<file path="src/ppf_pkg.sv">
`default_nettype none
package ppf_pkg;

  // command codes of an input word
  localparam logic [1:0] CMD_PROJECT = 2'd0;
  localparam logic [1:0] CMD_READ    = 2'd1;
  localparam logic [1:0] CMD_CLEAR   = 2'd2;

  // status codes of a result word
  localparam logic [2:0] ST_STORED   = 3'd0;
  localparam logic [2:0] ST_TAKEN    = 3'd1;
  localparam logic [2:0] ST_REJECTED = 3'd2;
  localparam logic [2:0] ST_DIRECT   = 3'd3;
  localparam logic [2:0] ST_FILLED   = 3'd4;
  localparam logic [2:0] ST_EMPTY    = 3'd5;
  localparam logic [2:0] ST_CLEARED  = 3'd6;

  // configuration register indexes
  localparam logic [2:0] CFG_FOCAL_X  = 3'd0;
  localparam logic [2:0] CFG_FOCAL_Y  = 3'd1;
  localparam logic [2:0] CFG_CENTER_X = 3'd2;
  localparam logic [2:0] CFG_CENTER_Y = 3'd3;
  localparam logic [2:0] CFG_WIDTH    = 3'd4;
  localparam logic [2:0] CFG_HEIGHT   = 3'd5;
  localparam logic [2:0] CFG_WINDOW   = 3'd6;

  localparam int DIV_STEPS = 64;

  typedef enum logic [1:0] {ASRC_CLR, ASRC_PROJ, ASRC_READ, ASRC_WIN} addr_src_t;
  typedef enum logic [1:0] {DSRC_PROJ, DSRC_R, DSRC_G, DSRC_B} div_src_t;
  typedef enum logic [1:0] {RGB_ZERO, RGB_MEM, RGB_KEEP} rgb_src_t;

  typedef enum logic [4:0] {
    S_INIT_CLR, S_IDLE, S_CLR, S_Z_CHK, S_DIVY_GO, S_DIVY_WAIT, S_MUL_X,
    S_DIVX_GO, S_DIVX_WAIT, S_PROJ_CHK, S_PROJ_WR, S_RD_CHK, S_RD_DATA,
    S_WIN_ISSUE, S_WIN_ACC, S_MEAN_CHK, S_MR_WAIT, S_MG_GO, S_MG_WAIT,
    S_MB_GO, S_MB_WAIT, S_RESULT
  } state_t;

  typedef struct packed {
    logic       capture;
    logic       clr_step;
    logic       mul_en;
    logic       mul_sel_x;
    logic       div_start;
    div_src_t   div_src;
    logic       coord_row_ld;
    logic       coord_col_ld;
    addr_src_t  addr_src;
    logic       mem_we;
    logic       win_init;
    logic       win_acc;
    logic       mean_ld;
    logic       set_res;
    logic [2:0] res_code;
    rgb_src_t   res_rgb;
    logic       load_out;
  } ppf_cmd_t;

  typedef struct packed {
    logic z_bad;
    logic div_done;
    logic div_busy;
    logic row_ok;
    logic col_ok;
    logic in_frame;
    logic mem_mark;
    logic border_ok;
    logic win_last;
    logic win_empty;
    logic clr_last;
    logic out_free;
  } ppf_stat_t;

endpackage
`default_nettype wire

</file>
<file path="src/ppf_ctrl.sv">
`default_nettype none
module ppf_ctrl import ppf_pkg::*; (
  input  logic      clk,
  input  logic      rst,
  input  logic      in_valid,
  input  logic [1:0] in_cmd,
  output logic      in_ready,
  input  ppf_stat_t st,
  output ppf_cmd_t  cmd
);

  state_t state, state_next;

  always_ff @(posedge clk) begin
    if (rst) begin
      state <= S_INIT_CLR;
    end else begin
      state <= state_next;
    end
  end

  always_comb begin
    state_next = state;
    case (state)
      S_INIT_CLR: if (st.clr_last) state_next = S_IDLE;
      S_IDLE: begin
        if (in_valid) begin
          case (in_cmd)
            CMD_PROJECT: state_next = S_Z_CHK;
            CMD_READ:    state_next = S_RD_CHK;
            CMD_CLEAR:   state_next = S_CLR;
            default:     state_next = S_RESULT;
          endcase
        end
      end
      S_CLR:       if (st.clr_last) state_next = S_RESULT;
      S_Z_CHK:     state_next = st.z_bad ? S_RESULT : S_DIVY_GO;
      S_DIVY_GO:   state_next = S_DIVY_WAIT;
      S_DIVY_WAIT: if (st.div_done) state_next = S_MUL_X;
      S_MUL_X:     state_next = S_DIVX_GO;
      S_DIVX_GO:   state_next = S_DIVX_WAIT;
      S_DIVX_WAIT: if (st.div_done) state_next = S_PROJ_CHK;
      S_PROJ_CHK:  state_next = (st.row_ok && st.col_ok) ? S_PROJ_WR : S_RESULT;
      S_PROJ_WR:   state_next = S_RESULT;
      S_RD_CHK:    state_next = st.in_frame ? S_RD_DATA : S_RESULT;
      S_RD_DATA:   state_next = (!st.mem_mark && st.border_ok) ? S_WIN_ISSUE : S_RESULT;
      S_WIN_ISSUE: state_next = S_WIN_ACC;
      S_WIN_ACC:   state_next = st.win_last ? S_MEAN_CHK : S_WIN_ISSUE;
      S_MEAN_CHK:  state_next = st.win_empty ? S_RESULT : S_MR_WAIT;
      S_MR_WAIT:   if (st.div_done) state_next = S_MG_GO;
      S_MG_GO:     state_next = S_MG_WAIT;
      S_MG_WAIT:   if (st.div_done) state_next = S_MB_GO;
      S_MB_GO:     state_next = S_MB_WAIT;
      S_MB_WAIT:   if (st.div_done) state_next = S_RESULT;
      S_RESULT:    if (st.out_free) state_next = S_IDLE;
      default:     state_next = S_IDLE;
    endcase
  end

  always_comb begin
    cmd      = '0;
    cmd.div_src  = DSRC_PROJ;
    cmd.addr_src = ASRC_PROJ;
    cmd.res_rgb  = RGB_ZERO;
    cmd.res_code = ST_EMPTY;
    in_ready = 1'b0;
    case (state)
      S_INIT_CLR: begin
        cmd.addr_src = ASRC_CLR;
        cmd.mem_we   = 1'b1;
        cmd.clr_step = 1'b1;
      end
      S_IDLE: begin
        in_ready    = 1'b1;
        cmd.capture = in_valid;
        if (in_valid && in_cmd != CMD_PROJECT && in_cmd != CMD_READ &&
            in_cmd != CMD_CLEAR) begin
          cmd.set_res = 1'b1;
        end
      end
      S_CLR: begin
        cmd.addr_src = ASRC_CLR;
        cmd.mem_we   = 1'b1;
        cmd.clr_step = 1'b1;
        cmd.res_code = ST_CLEARED;
        cmd.set_res  = st.clr_last;
      end
      S_Z_CHK: begin
        cmd.mul_en   = 1'b1;
        cmd.res_code = ST_REJECTED;
        cmd.set_res  = st.z_bad;
      end
      S_DIVY_GO:   cmd.div_start = 1'b1;
      S_DIVY_WAIT: cmd.coord_row_ld = st.div_done;
      S_MUL_X: begin
        cmd.mul_en    = 1'b1;
        cmd.mul_sel_x = 1'b1;
      end
      S_DIVX_GO:   cmd.div_start = 1'b1;
      S_DIVX_WAIT: cmd.coord_col_ld = st.div_done;
      S_PROJ_CHK: begin
        cmd.res_code = ST_REJECTED;
        cmd.set_res  = !(st.row_ok && st.col_ok);
      end
      S_PROJ_WR: begin
        cmd.set_res  = 1'b1;
        cmd.mem_we   = !st.mem_mark;
        cmd.res_code = st.mem_mark ? ST_TAKEN : ST_STORED;
      end
      S_RD_CHK: begin
        cmd.addr_src = ASRC_READ;
        cmd.set_res  = !st.in_frame;
      end
      S_RD_DATA: begin
        cmd.addr_src = ASRC_READ;
        if (st.mem_mark) begin
          cmd.set_res  = 1'b1;
          cmd.res_code = ST_DIRECT;
          cmd.res_rgb  = RGB_MEM;
        end else if (!st.border_ok) begin
          cmd.set_res = 1'b1;
        end else begin
          cmd.win_init = 1'b1;
        end
      end
      S_WIN_ISSUE: cmd.addr_src = ASRC_WIN;
      S_WIN_ACC: begin
        cmd.addr_src = ASRC_WIN;
        cmd.win_acc  = 1'b1;
      end
      S_MEAN_CHK: begin
        cmd.set_res   = st.win_empty;
        cmd.div_start = !st.win_empty;
        cmd.div_src   = DSRC_R;
      end
      S_MR_WAIT: begin
        cmd.div_src = DSRC_R;
        cmd.mean_ld = st.div_done;
      end
      S_MG_GO: begin
        cmd.div_src   = DSRC_G;
        cmd.div_start = 1'b1;
      end
      S_MG_WAIT: begin
        cmd.div_src = DSRC_G;
        cmd.mean_ld = st.div_done;
      end
      S_MB_GO: begin
        cmd.div_src   = DSRC_B;
        cmd.div_start = 1'b1;
      end
      S_MB_WAIT: begin
        cmd.div_src  = DSRC_B;
        cmd.mean_ld  = st.div_done;
        cmd.set_res  = st.div_done;
        cmd.res_code = ST_FILLED;
        cmd.res_rgb  = RGB_KEEP;
      end
      S_RESULT: cmd.load_out = st.out_free;
      default: ;
    endcase
  end

endmodule
`default_nettype wire

</file>
<file path="config.mk">
export PLATFORM = sky130hd
export DESIGN_NAME = ppf_ctrl
export DESIGN_NICKNAME = d
export VERILOG_FILES = /design/src/ppf_pkg.sv /design/src/ppf_ctrl.sv
export SDC_FILE = /design/constraint.sdc
export NUM_CORES = 1
export LEC_CHECK = 0
export CORE_MARGIN = 4
export CORE_UTILIZATION = 45
export DETAILED_ROUTE_END_ITERATION = 10
export DONT_BUFFER_PORTS = 1
export PLACE_DENSITY = 0.66
export SYNTH_ARGS = -nofsm -noshare
export SYNTH_HDL_FRONTEND = slang
export SYNTH_SLANG_ARGS = --single-unit
</file>
<file path="constraint.sdc">
create_clock -name clk -period 1.9 [get_ports clk]
set_clock_uncertainty 0.15 [all_clocks]
set_input_delay 0.095 -clock clk [delete_from_list [all_inputs] [get_ports clk]]
set_output_delay 0.095 -clock clk [all_outputs]
set_load 0.05 [all_outputs]
</file>
==> results.sh, run 1 <==
export IMPL_syn_inst=160
export IMPL_yosysTopAreaCell="dfxtp_1"
export IMPL_grt_max_degree=18
export IMPL_cts_root_buf="clkbuf_4"
export IMPL_synthTopCellsByArea="dfxtp_1 (9.3%), nand2_1 (5.9%), o21ai_0 (4.6%), nor2_1 (4.2%), and3_1 (4.1%)"
export IMPL_start_util=0.478
export IMPL_cts_made_buffers=3
export IMPL_io_pin_count=40
export IMPL_status="stopped before the end"
export IMPL_rows=17
export IMPL_synth_top_family_by_area="compound AO/OA/AOI/OAI gates"
export IMPL_port_buffers=0
export IMPL_place_area_mm2=0.00172
export IMPL_haltStage="5_1_grt"
export IMPL_synthAdderAreaFrac=0
export IMPL_clkSinkCount=5
export IMPL_ys_types=54
export IMPL_gp_congestion=1.04
export IMPL_synthSimpleGateAreaFrac=0.383
export IMPL_error="[ERROR DPL-0038] Utilization greater than 100%, impossible to legalize"
export IMPL_synth_area_mm2=0.00108
export IMPL_synth_top_cell_area_share=0.0928
export IMPL_worst_ep_kind="primary output"
export IMPL_die_w_um=57.0
export IMPL_clockBufferDepth=2
export IMPL_avgSynthCellArea_um2=6.74
export IMPL_seq_area_frac_synth=0.0928
export IMPL_h_tree_depth=1
export IMPL_yosysWarnings=0
export IMPL_synth_compound_area_frac=0.386
export IMPL_synth_top_flop_cell="dfxtp_1"
export IMPL_synth_nets=177
export IMPL_yosys_area_share_xor_xnor=0.0244
export IMPL_synth_seq_cells=5
export IMPL_die_h_um=57.0
export IMPL_synthArstFlopShare=0
export IMPL_postGrtWorstEndpoint="cmd[6]"
export IMPL_hpwl_um=3720
export IMPL_synth_mux_area_frac=0.00928
export IMPL_synth_edf_count=0
## metrics by stage
| step | TNS [ps] | setup slack [ps] | hold WS, ps | std cells | util |
|---|---|---|---|---|---|
| global placement | -250 | -90.7 | 12.2 | 233 | 0.765 |
| detailed placement | -341 | -81.6 | 15.2 | 233 | 0.765 |
| floorplan | -361 | -361 | 11.2 | 160 | - |
| CTS | 0 | 0.260 | 5.24 | 245 | 0.864 |
## synthesized netlist by cell type, types with 3 or more instances
cell      instances
a211oi_1          5
a21o_1            3
a21oi_1           8
a31oi_1           4
and3_1            7
buf_2             6
buf_6             3
dfxtp_1           5
inv_1             7
nand2_1          17
nand2b_1          7
nand3_1           5
nor2_1           12
nor2b_1           4
nor3_1            8
o21ai_0          10
## cells by family after synthesis
family	Yosys count
AO/OA/AOI/OAI	55
XOR/XNOR	3
buffers and inverters	20
flip-flops	5
multiplexers	1
AND/OR/NAND/NOR	76
## repair_timing
item | CTS
setup endpoints to repair | 24
setup buffers | 4
hold endpoints to repair | 5
pin swaps | 5
gates resized for setup | 35
hold buffers | 4
==> run 2: changes to the inputs <==
Settings changed: CORE_AREA set to 4 4 65 67, CORE_MARGIN 4 to unset, CORE_UTILIZATION 45 to unset, DIE_AREA set to 0 0 69 71, PLACE_DENSITY 0.66 to unset, PLACE_DENSITY_LB_ADDON set to 0.15.
Clock period 1.9 ns to 2.5 ns, I/O delays scaled along.
==> results.sh, run 2 <==
export IMPL_cp_start_kind="flop"
export IMPL_grt_pass1_vias=1360
export IMPL_fill_cells=408
export IMPL_crit_path_max_fanout=16
export IMPL_synth_edf_count=0
export IMPL_drt_iter0_markers=61
export IMPL_clk_latency_ps=220
export IMPL_worstMarginPinSlew_ps=581
export IMPL_start_util=0.297
export IMPL_worst_path_buf_inv=1
export IMPL_io_pin_count=40
export IMPL_via_count=1364
export IMPL_nets=200
export IMPL_synthTopCellsByArea="dfxtp_1 (9.3%), nand2_1 (5.9%), o21ai_0 (4.6%), nor2_1 (4.2%), and3_1 (4.1%)"
export IMPL_yosysMostFrequentCell="nand2_1"
export IMPL_final_area_mm2=0.00138
export IMPL_vdd_drop_max_v=0.000553
export IMPL_drtPass1Iterations=4
export IMPL_clk_pin_slew_worst_paths_ps=30
export IMPL_final_hold_violation_count=0
export IMPL_syn_inst=160
export IMPL_top_register="state"
export IMPL_ff2ff_path_depth=6
export IMPL_rsz0062_at_grt="false"
export IMPL_area_growth_pct=28.3
export IMPL_synth_nets=177
export IMPL_relSlewSlack=0.612
export IMPL_ctsResizeCount=0
export IMPL_hp_start="st[7]"
export IMPL_tns_ps=0
export IMPL_drive_above_1_share=0.280
export IMPL_grt_overflow=0
export IMPL_cpPeakStageDelay_ps=520
export IMPL_layout_commonest_cell="buf_4"
export IMPL_r2r_start="state[2]"
export IMPL_dieArea_mm2=0.00490
export IMPL_seq_area_frac_synth=0.0928
export IMPL_power_density_mw_per_mm2=1400
export IMPL_avgSynthCellArea_um2=6.74
export IMPL_hpwl_um=3250
export IMPL_rrSetupSlack_ps=320
export IMPL_synth_top_cells_by_count="nand2_1 (17), nor2_1 (12), o21ai_0 (10), a21oi_1 (8), nor3_1 (8)"
export IMPL_min_period_over_period=0.938
export IMPL_clock_fmax_mhz=426
export IMPL_fin_crit_ps=2350
export IMPL_clkSinkCount=5
export IMPL_remaining_drc_errors=0
export IMPL_synthArstFlopShare=0
export IMPL_arrival_ps=2070
export IMPL_grt_max_degree=17
export IMPL_routed_wl_um=4050
export IMPL_ys_types=54
export IMPL_rows=22
export IMPL_critPathKind="flop to output pin"
export IMPL_cts_root_buf="clkbuf_8"
export IMPL_status="complete, no violations"
export IMPL_power_total_w=0.00194
export IMPL_slowest_stage="o31ai_1"
export IMPL_die_w_um=69
export IMPL_register_area_um2=100
export IMPL_die_h_um=71
export IMPL_multiInputGateArea_um2=902
export IMPL_top_regs="state x5"
export IMPL_fin_util=0.381
export IMPL_finalMaxSlewViolations=0
export IMPL_reg2reg_to="state[4]"
export IMPL_p_leak_nw=0.548
export IMPL_hp_class="primary input to flop"
export IMPL_place_area_mm2=0.00132
export IMPL_ant_nets=0
export IMPL_cp_cell_sequence="or2_1, o31ai_1, a31oi_1, nand4_1, buf_12"
export IMPL_cts_tree="yes"
export IMPL_track_usage=0.166
export IMPL_cts_setup_buffers=0
export IMPL_coreArea_mm2=0.00363
export IMPL_yosysTopAreaCell="dfxtp_1"
export IMPL_maxCapViolCount=0
export IMPL_required_ps=2230
export IMPL_antenna_found_initial=0
export IMPL_mostFrequentLayoutCells="buf_4 (28), nand2_1 (17), nor2_1 (12), o21ai_0 (9), a21oi_1 (8)"
export IMPL_clockBufferDepth=2
export IMPL_routed_via_density=5.93
export IMPL_endpoint_kind="output pin"
export IMPL_setup_viol=0
export IMPL_cts_made_buffers=3
export IMPL_min_to="state[1]"
export IMPL_grt_first_pass_wirelength_um=6820
export IMPL_largest_register_ffs=5
export IMPL_hold_depth=2
export IMPL_gp_congestion=0.954
export IMPL_port_buffers=0
export IMPL_synth_top_cell_area_share=0.0928
export IMPL_wl_per_cell_um=17.6
export IMPL_synth_top_flop_cell="dfxtp_1"
export IMPL_h_tree_depth=1
export IMPL_diodes=0
export IMPL_synth_area_mm2=0.00108
export IMPL_synth_seq_cells=5
export IMPL_crit_family="compound AO/OA/AOI/OAI gates"
export IMPL_yosysWarnings=0
## run 2: worst max-delay path by stage
stage / start / end / slack, ps / depth (start not counted)
CTS: state[2] / cmd[6] / 160 / 5
global route: state[2] / cmd[6] / 5 / 5
detailed placement: state[2] / state[4] / 350 / 5
finish: state[2] / cmd[6] / 150 / 5
global placement: state[2] / state[4] / 360 / 5
floorplan: state[2] / cmd[19] / 80 / 5
## run 2: report_power, final
group	internal (W)	leakage (nW)	total, W	switching [W]
logic	0.000557	0.484	0.00159	0.00103
clock network	0.000109	0.0228	0.000145	0.0000359
registers	0.000109	0.0412	0.000204	0.0000941
total	0.000775	0.548	0.00194	0.00116
## run 2: routing by layer
metal,wire [um],GRT usage
met1,1750,0.211
met2,1970,0.292
met3,257,0.0241
met4,70,0.0434
met5,0,0
## run 2: through the flow
| step | hold WS (ps) | setup WS, ps | cells |
|---|---|---|---|
| final | 41.9 | 155 | 230 |
| after detailed placement | 43.6 | 352 | 224 |
| after CTS | 43.6 | 157 | 230 |
| after floorplan | 41.2 | 84.3 | 160 |
| after global routing | 82.2 | 4.77 | 230 |
| after global placement | 44.2 | 357 | 224 |
## run 2: kinds of logic after synthesis
family	Yosys count	share of synthesized area
mux	1	0.00928
compound gates	55	0.386
flops	5	0.0928
buf+inv	20	0.104
xor+xnor	3	0.0244
simple gates	76	0.383
## run 2: layout make-up
| cell class | instances | share of cell area |
|---|---|---|
| multi-input combinational | 135 | 0.652 |
| timing repair buffer | 31 | 0.181 |
| sequential | 5 | 0.0723 |
| tap | 48 | 0.0434 |
| clock buffer | 4 | 0.0325 |
| inverter | 7 | 0.0190 |
## run 2: timing repair
item,CTS,global route
hold buffers,2,0
setup endpoints to repair,0,0
endpoints found under the hold margin,5,0
(Power assumes the default switching activity.)
==> run 3: changes to the inputs <==
Settings changed: CORE_AREA 4 4 65 67 to unset, CORE_MARGIN set to 4, CORE_UTILIZATION set to 25, DIE_AREA 0 0 69 71 to unset, TNS_END_PERCENT set to 1.
==> results.sh, run 3 (synthesis gave the netlist of run 2 again) <==
export IMPL_status="complete, no violations"
export IMPL_via_count=1301
export IMPL_drt_iter0_markers=105
export IMPL_grt_pass1_vias=1298
export IMPL_fin_util=0.337
export IMPL_dieArea_mm2=0.00543
export IMPL_place_area_mm2=0.00131
export IMPL_routed_via_density=5.63
export IMPL_ant_nets=0
export IMPL_crit_path_max_fanout=20
export IMPL_coreArea_mm2=0.00409
export IMPL_remaining_drc_errors=0
export IMPL_cts_tree="yes"
export IMPL_critPathKind="flop to flop"
export IMPL_relSlewSlack=0.495
export IMPL_clock_fmax_mhz=430
export IMPL_drtPass1Iterations=4
export IMPL_worstMarginPinSlew_ps=757
export IMPL_clockBufferDepth=2
export IMPL_antenna_found_initial=0
export IMPL_area_growth_pct=27.8
export IMPL_maxCapViolCount=0
export IMPL_clk_latency_ps=220
export IMPL_routed_wl_um=4020
export IMPL_fin_hold_ws_ps=30.4
export IMPL_diodes=0
export IMPL_rows=23
export IMPL_h_tree_depth=1
export IMPL_final_hold_violation_count=0
export IMPL_final_area_mm2=0.00138
export IMPL_clkSinkCount=5
export IMPL_die_w_um=73.7
export IMPL_cts_root_buf="clkbuf_8"
export IMPL_track_usage=0.159
export IMPL_hp_class="primary input to flop"
export IMPL_ctsResizeCount=0
export IMPL_fin_crit_ps=2320
export IMPL_io_pin_count=40
export IMPL_endpoint_kind="flop"
export IMPL_mostFrequentLayoutCells="buf_4 (27), nand2_1 (17), nor2_1 (12), o21ai_0 (9), a21oi_1 (8)"
export IMPL_cts_setup_buffers=0
export IMPL_required_ps=2470
export IMPL_drive_above_1_share=0.276
export IMPL_grt_first_pass_wirelength_um=6840
export IMPL_rsz0062_at_grt="false"
export IMPL_largest_register_ffs=5
export IMPL_power_total_w=0.00194
export IMPL_finalMaxSlewViolations=0
export IMPL_arrival_ps=2300
export IMPL_p_leak_nw=0.539
export IMPL_layout_commonest_cell="buf_4"
export IMPL_vdd_drop_max_v=0.000712
export IMPL_nets=199
export IMPL_min_period_over_period=0.929
export IMPL_hpwl_um=3130
export IMPL_top_register="state"
export IMPL_wl_per_cell_um=17.4
export IMPL_gp_congestion=0.871
export IMPL_setup_viol=0
export IMPL_power_density_mw_per_mm2=1410
export IMPL_cts_made_buffers=3
export IMPL_start_util=0.264
export IMPL_cp_start_kind="flop"
export IMPL_port_buffers=0
export IMPL_clk_pin_slew_worst_paths_ps=40
export IMPL_top_regs="state x5"
export IMPL_die_h_um=73.7
export IMPL_grt_max_degree=28
export IMPL_grt_overflow=0
## run 3: cell types whose count changed in the layout (fill, tap and decap cells not counted)
| cell | previous run | this run |
|---|---|---|
| buf_4 | 28 | 27 |
## run 3: routing by layer
metal | global-route usage | vias to the layer above | wire [um] | part of all wire
met5 | 0 | - | 0 | 0
met4 | 0.0342 | 0 | 29 | 0.0072
met3 | 0.0219 | 5 | 262 | 0.065
met2 | 0.256 | 58 | 1920 | 0.48
met1 | 0.222 | 597 | 1810 | 0.45
li1 | - | 641 | - | -
## run 3: power breakdown
| group | internal, W | switching (W) | total (W) |
|---|---|---|---|
| Clock | 0.000110 | 0.0000414 | 0.000151 |
| Combinational | 0.000551 | 0.00103 | 0.00158 |
| Sequential | 0.000109 | 0.0000975 | 0.000207 |
| Total | 0.000770 | 0.00117 | 0.00194 |
## run 3: final timing paths
check | cells after the start | startpoint | endpoint | slack [ps]
hold / removal | 2 | st[7] | state[1] | 30
hold reg to reg | 2 | state[1] | state[1] | 550
setup reg to reg | 5 | state[4] | state[4] | 180
setup / recovery | 5 | state[4] | state[4] | 180
## run 3: what timing repair did
action	4_1_cts	5_1_grt
hold buffers	2	0
endpoints found under the setup margin	0	0
hold endpoints to repair	5	0
## run 3: metrics by stage
stage | std cells | setup TNS [ps] | setup WS (ps)
4_1_cts | 231 | 0 | 192
6_report | 231 | 0 | 177
5_1_grt | 231 | 0 | 8.32
3_5_place_dp | 225 | 0 | 191
2_1_floorplan | 160 | -24.3 | -24.3
3_3_place_gp | 225 | 0 | 222
## run 3: area by class of cell
type | instances | area [um2]
fillers | 460 | 2710
repair buffers | 30 | 243
clock buffers | 4 | 45.0
multi-input cells | 135 | 902
flip-flops and latches | 5 | 100
inverters | 7 | 26.3
well taps | 50 | 62.6
## run 3: worst max-delay path: stages (launching register included)
cell and delay [ps]:
dfxtp_1 800, nor2_1 250, nand3b_1 210, o221ai_2 130, or3_4 410, o32ai_1 270
==> run 4: changes to the inputs <==
Settings changed: CTS_CLUSTER_SIZE set to 10.
Clock period 2.5 ns to 2.8 ns, I/O delays scaled along.
==> results.sh, run 4 (synthesis gave the netlist of run 2 again) <==
export IMPL_mostFrequentLayoutCells="buf_4 (20), nand2_1 (17), nor2_1 (12), o21ai_0 (9), a21oi_1 (8)"
export IMPL_clkSinkCount=5
export IMPL_ant_nets=0
export IMPL_grt_pass1_vias=1343
export IMPL_share_seq_of_total_power=0.112
export IMPL_diodes=0
export IMPL_track_usage=0.160
export IMPL_nets=192
export IMPL_via_count=1323
export IMPL_clockBufferDepth=2
export IMPL_drive_above_1_share=0.247
export IMPL_cts_root_buf="clkbuf_8"
export IMPL_final_area_mm2=0.00133
export IMPL_fin_util=0.325
export IMPL_power_switching_share=0.618
export IMPL_coreArea_mm2=0.00409
export IMPL_layout_commonest_cell="buf_4"
export IMPL_grt_max_degree=25
export IMPL_setup_viol=0
export IMPL_critPathKind="flop to output pin"
export IMPL_status="complete, no violations"
export IMPL_wl_per_cell_um=18.5
export IMPL_worstMarginPinSlew_ps=794
export IMPL_clk_latency_ps=220
export IMPL_routed_via_density=5.91
export IMPL_min_period_over_period=0.876
export IMPL_arrival_ps=2160
export IMPL_use_met2=0.265
export IMPL_io_pin_count=40
export IMPL_antenna_found_initial=0
export IMPL_rsz0062_at_grt="false"
export IMPL_dieArea_mm2=0.00543
export IMPL_place_area_mm2=0.00126
export IMPL_p_comb_frac=0.808
export IMPL_grt_overflow=0
export IMPL_top_regs="state x5"
export IMPL_top_register="state"
export IMPL_fin_crit_ps=2450
export IMPL_relSlewSlack=0.470
export IMPL_p_clk_frac=0.079
export IMPL_gr_usage_met3=0.0150
export IMPL_port_buffers=0
export IMPL_tns_ps=0
export IMPL_cts_tree="yes"
export IMPL_p_leak_nw=0.503
export IMPL_die_w_um=73.7
export IMPL_final_hold_violation_count=0
export IMPL_finalMaxSlewViolations=0
export IMPL_clk_pin_slew_worst_paths_ps=40
export IMPL_switchingPower_w=0.00104
export IMPL_drtPass1Iterations=4
export IMPL_grt_first_pass_wirelength_um=6830
export IMPL_top_usage_layer="met2"
export IMPL_grt_util_met1=0.216
export IMPL_endpoint_kind="output pin"
export IMPL_cts_made_buffers=3
export IMPL_required_ps=2510
export IMPL_internal_power_w=0.000645
export IMPL_routed_wl_um=4140
export IMPL_crit_path_max_fanout=20
export IMPL_area_growth_pct=23.0
export IMPL_cp_start_kind="flop"
export IMPL_vdd_drop_max_v=0.000548
export IMPL_maxCapViolCount=0
export IMPL_hp_class="primary input to flop"
export IMPL_start_util=0.264
export IMPL_rows=23
export IMPL_remaining_drc_errors=0
export IMPL_clock_fmax_mhz=407
export IMPL_largest_register_ffs=5
export IMPL_hpwl_um=3190
export IMPL_cts_setup_buffers=0
export IMPL_gp_congestion=0.816
export IMPL_die_h_um=73.7
export IMPL_power_density_mw_per_mm2=1270
export IMPL_drt_iter0_markers=124
export IMPL_h_tree_depth=1
[run 4: layout make-up]
type / instances / area [um2]
tap: 50 / 62.6
sequential: 5 / 100
clock buffer: 4 / 45.0
timing repair buffer: 23 / 190
fill: 468 / 2760
multi-input combinational: 135 / 902
inverter: 7 / 26.3
[run 4: final timing paths]
kind	startpoint	slack [ps]	to	cells past startpoint
worst max-delay path	state[4]	350	cmd[7]	3
worst min-delay path	st[7]	60	state[1]	2
worst max register to register	state[4]	480	state[4]	5
worst min register to register	state[1]	620	state[1]	2
[run 4: power by group through the flow]
stage / clock (W) / combinational (W) / sequential (W)
5_1_grt: 0.000145 / 0.00148 / 0.000196
3_3_place_gp: 0 / 0.00135 / 0.000186
2_1_floorplan: 0 / 0.00111 / 0.000119
4_1_cts: 0.000138 / 0.00137 / 0.000188
3_5_place_dp: 0 / 0.00136 / 0.000187
6_report: 0.000134 / 0.00137 / 0.000190
[run 4: timing repair]
item                      4_1_cts  5_1_grt
hold buffers                    2        0
resized for setup               0        0
hold endpoints to repair        5        0
[run 4: stage by stage]
step | power [W] | setup slack [ps] | cells | hold slack, ps
floorplan | 0.00123 | 276 | 160 | 56.2
global route | 0.00182 | 247 | 224 | 70.1
finish | 0.00169 | 346 | 224 | 63.6
detailed placement | 0.00155 | 510 | 218 | 60.6
CTS | 0.00169 | 398 | 224 | 58.7
global placement | 0.00154 | 538 | 218 | 59.9
[run 4: critical path, cell delays in order, from the launching register on]
cell     delay, ps
dfxtp_1        830
inv_1          340
nor2_1         250
and3_1         520
[run 4: routing by layer]
metal | wire length (um) | vias to the layer above
met5 | 0 | -
met4 | 44 | 0
met3 | 234 | 4
met2 | 2000 | 52
met1 | 1850 | 637
li1 | - | 630
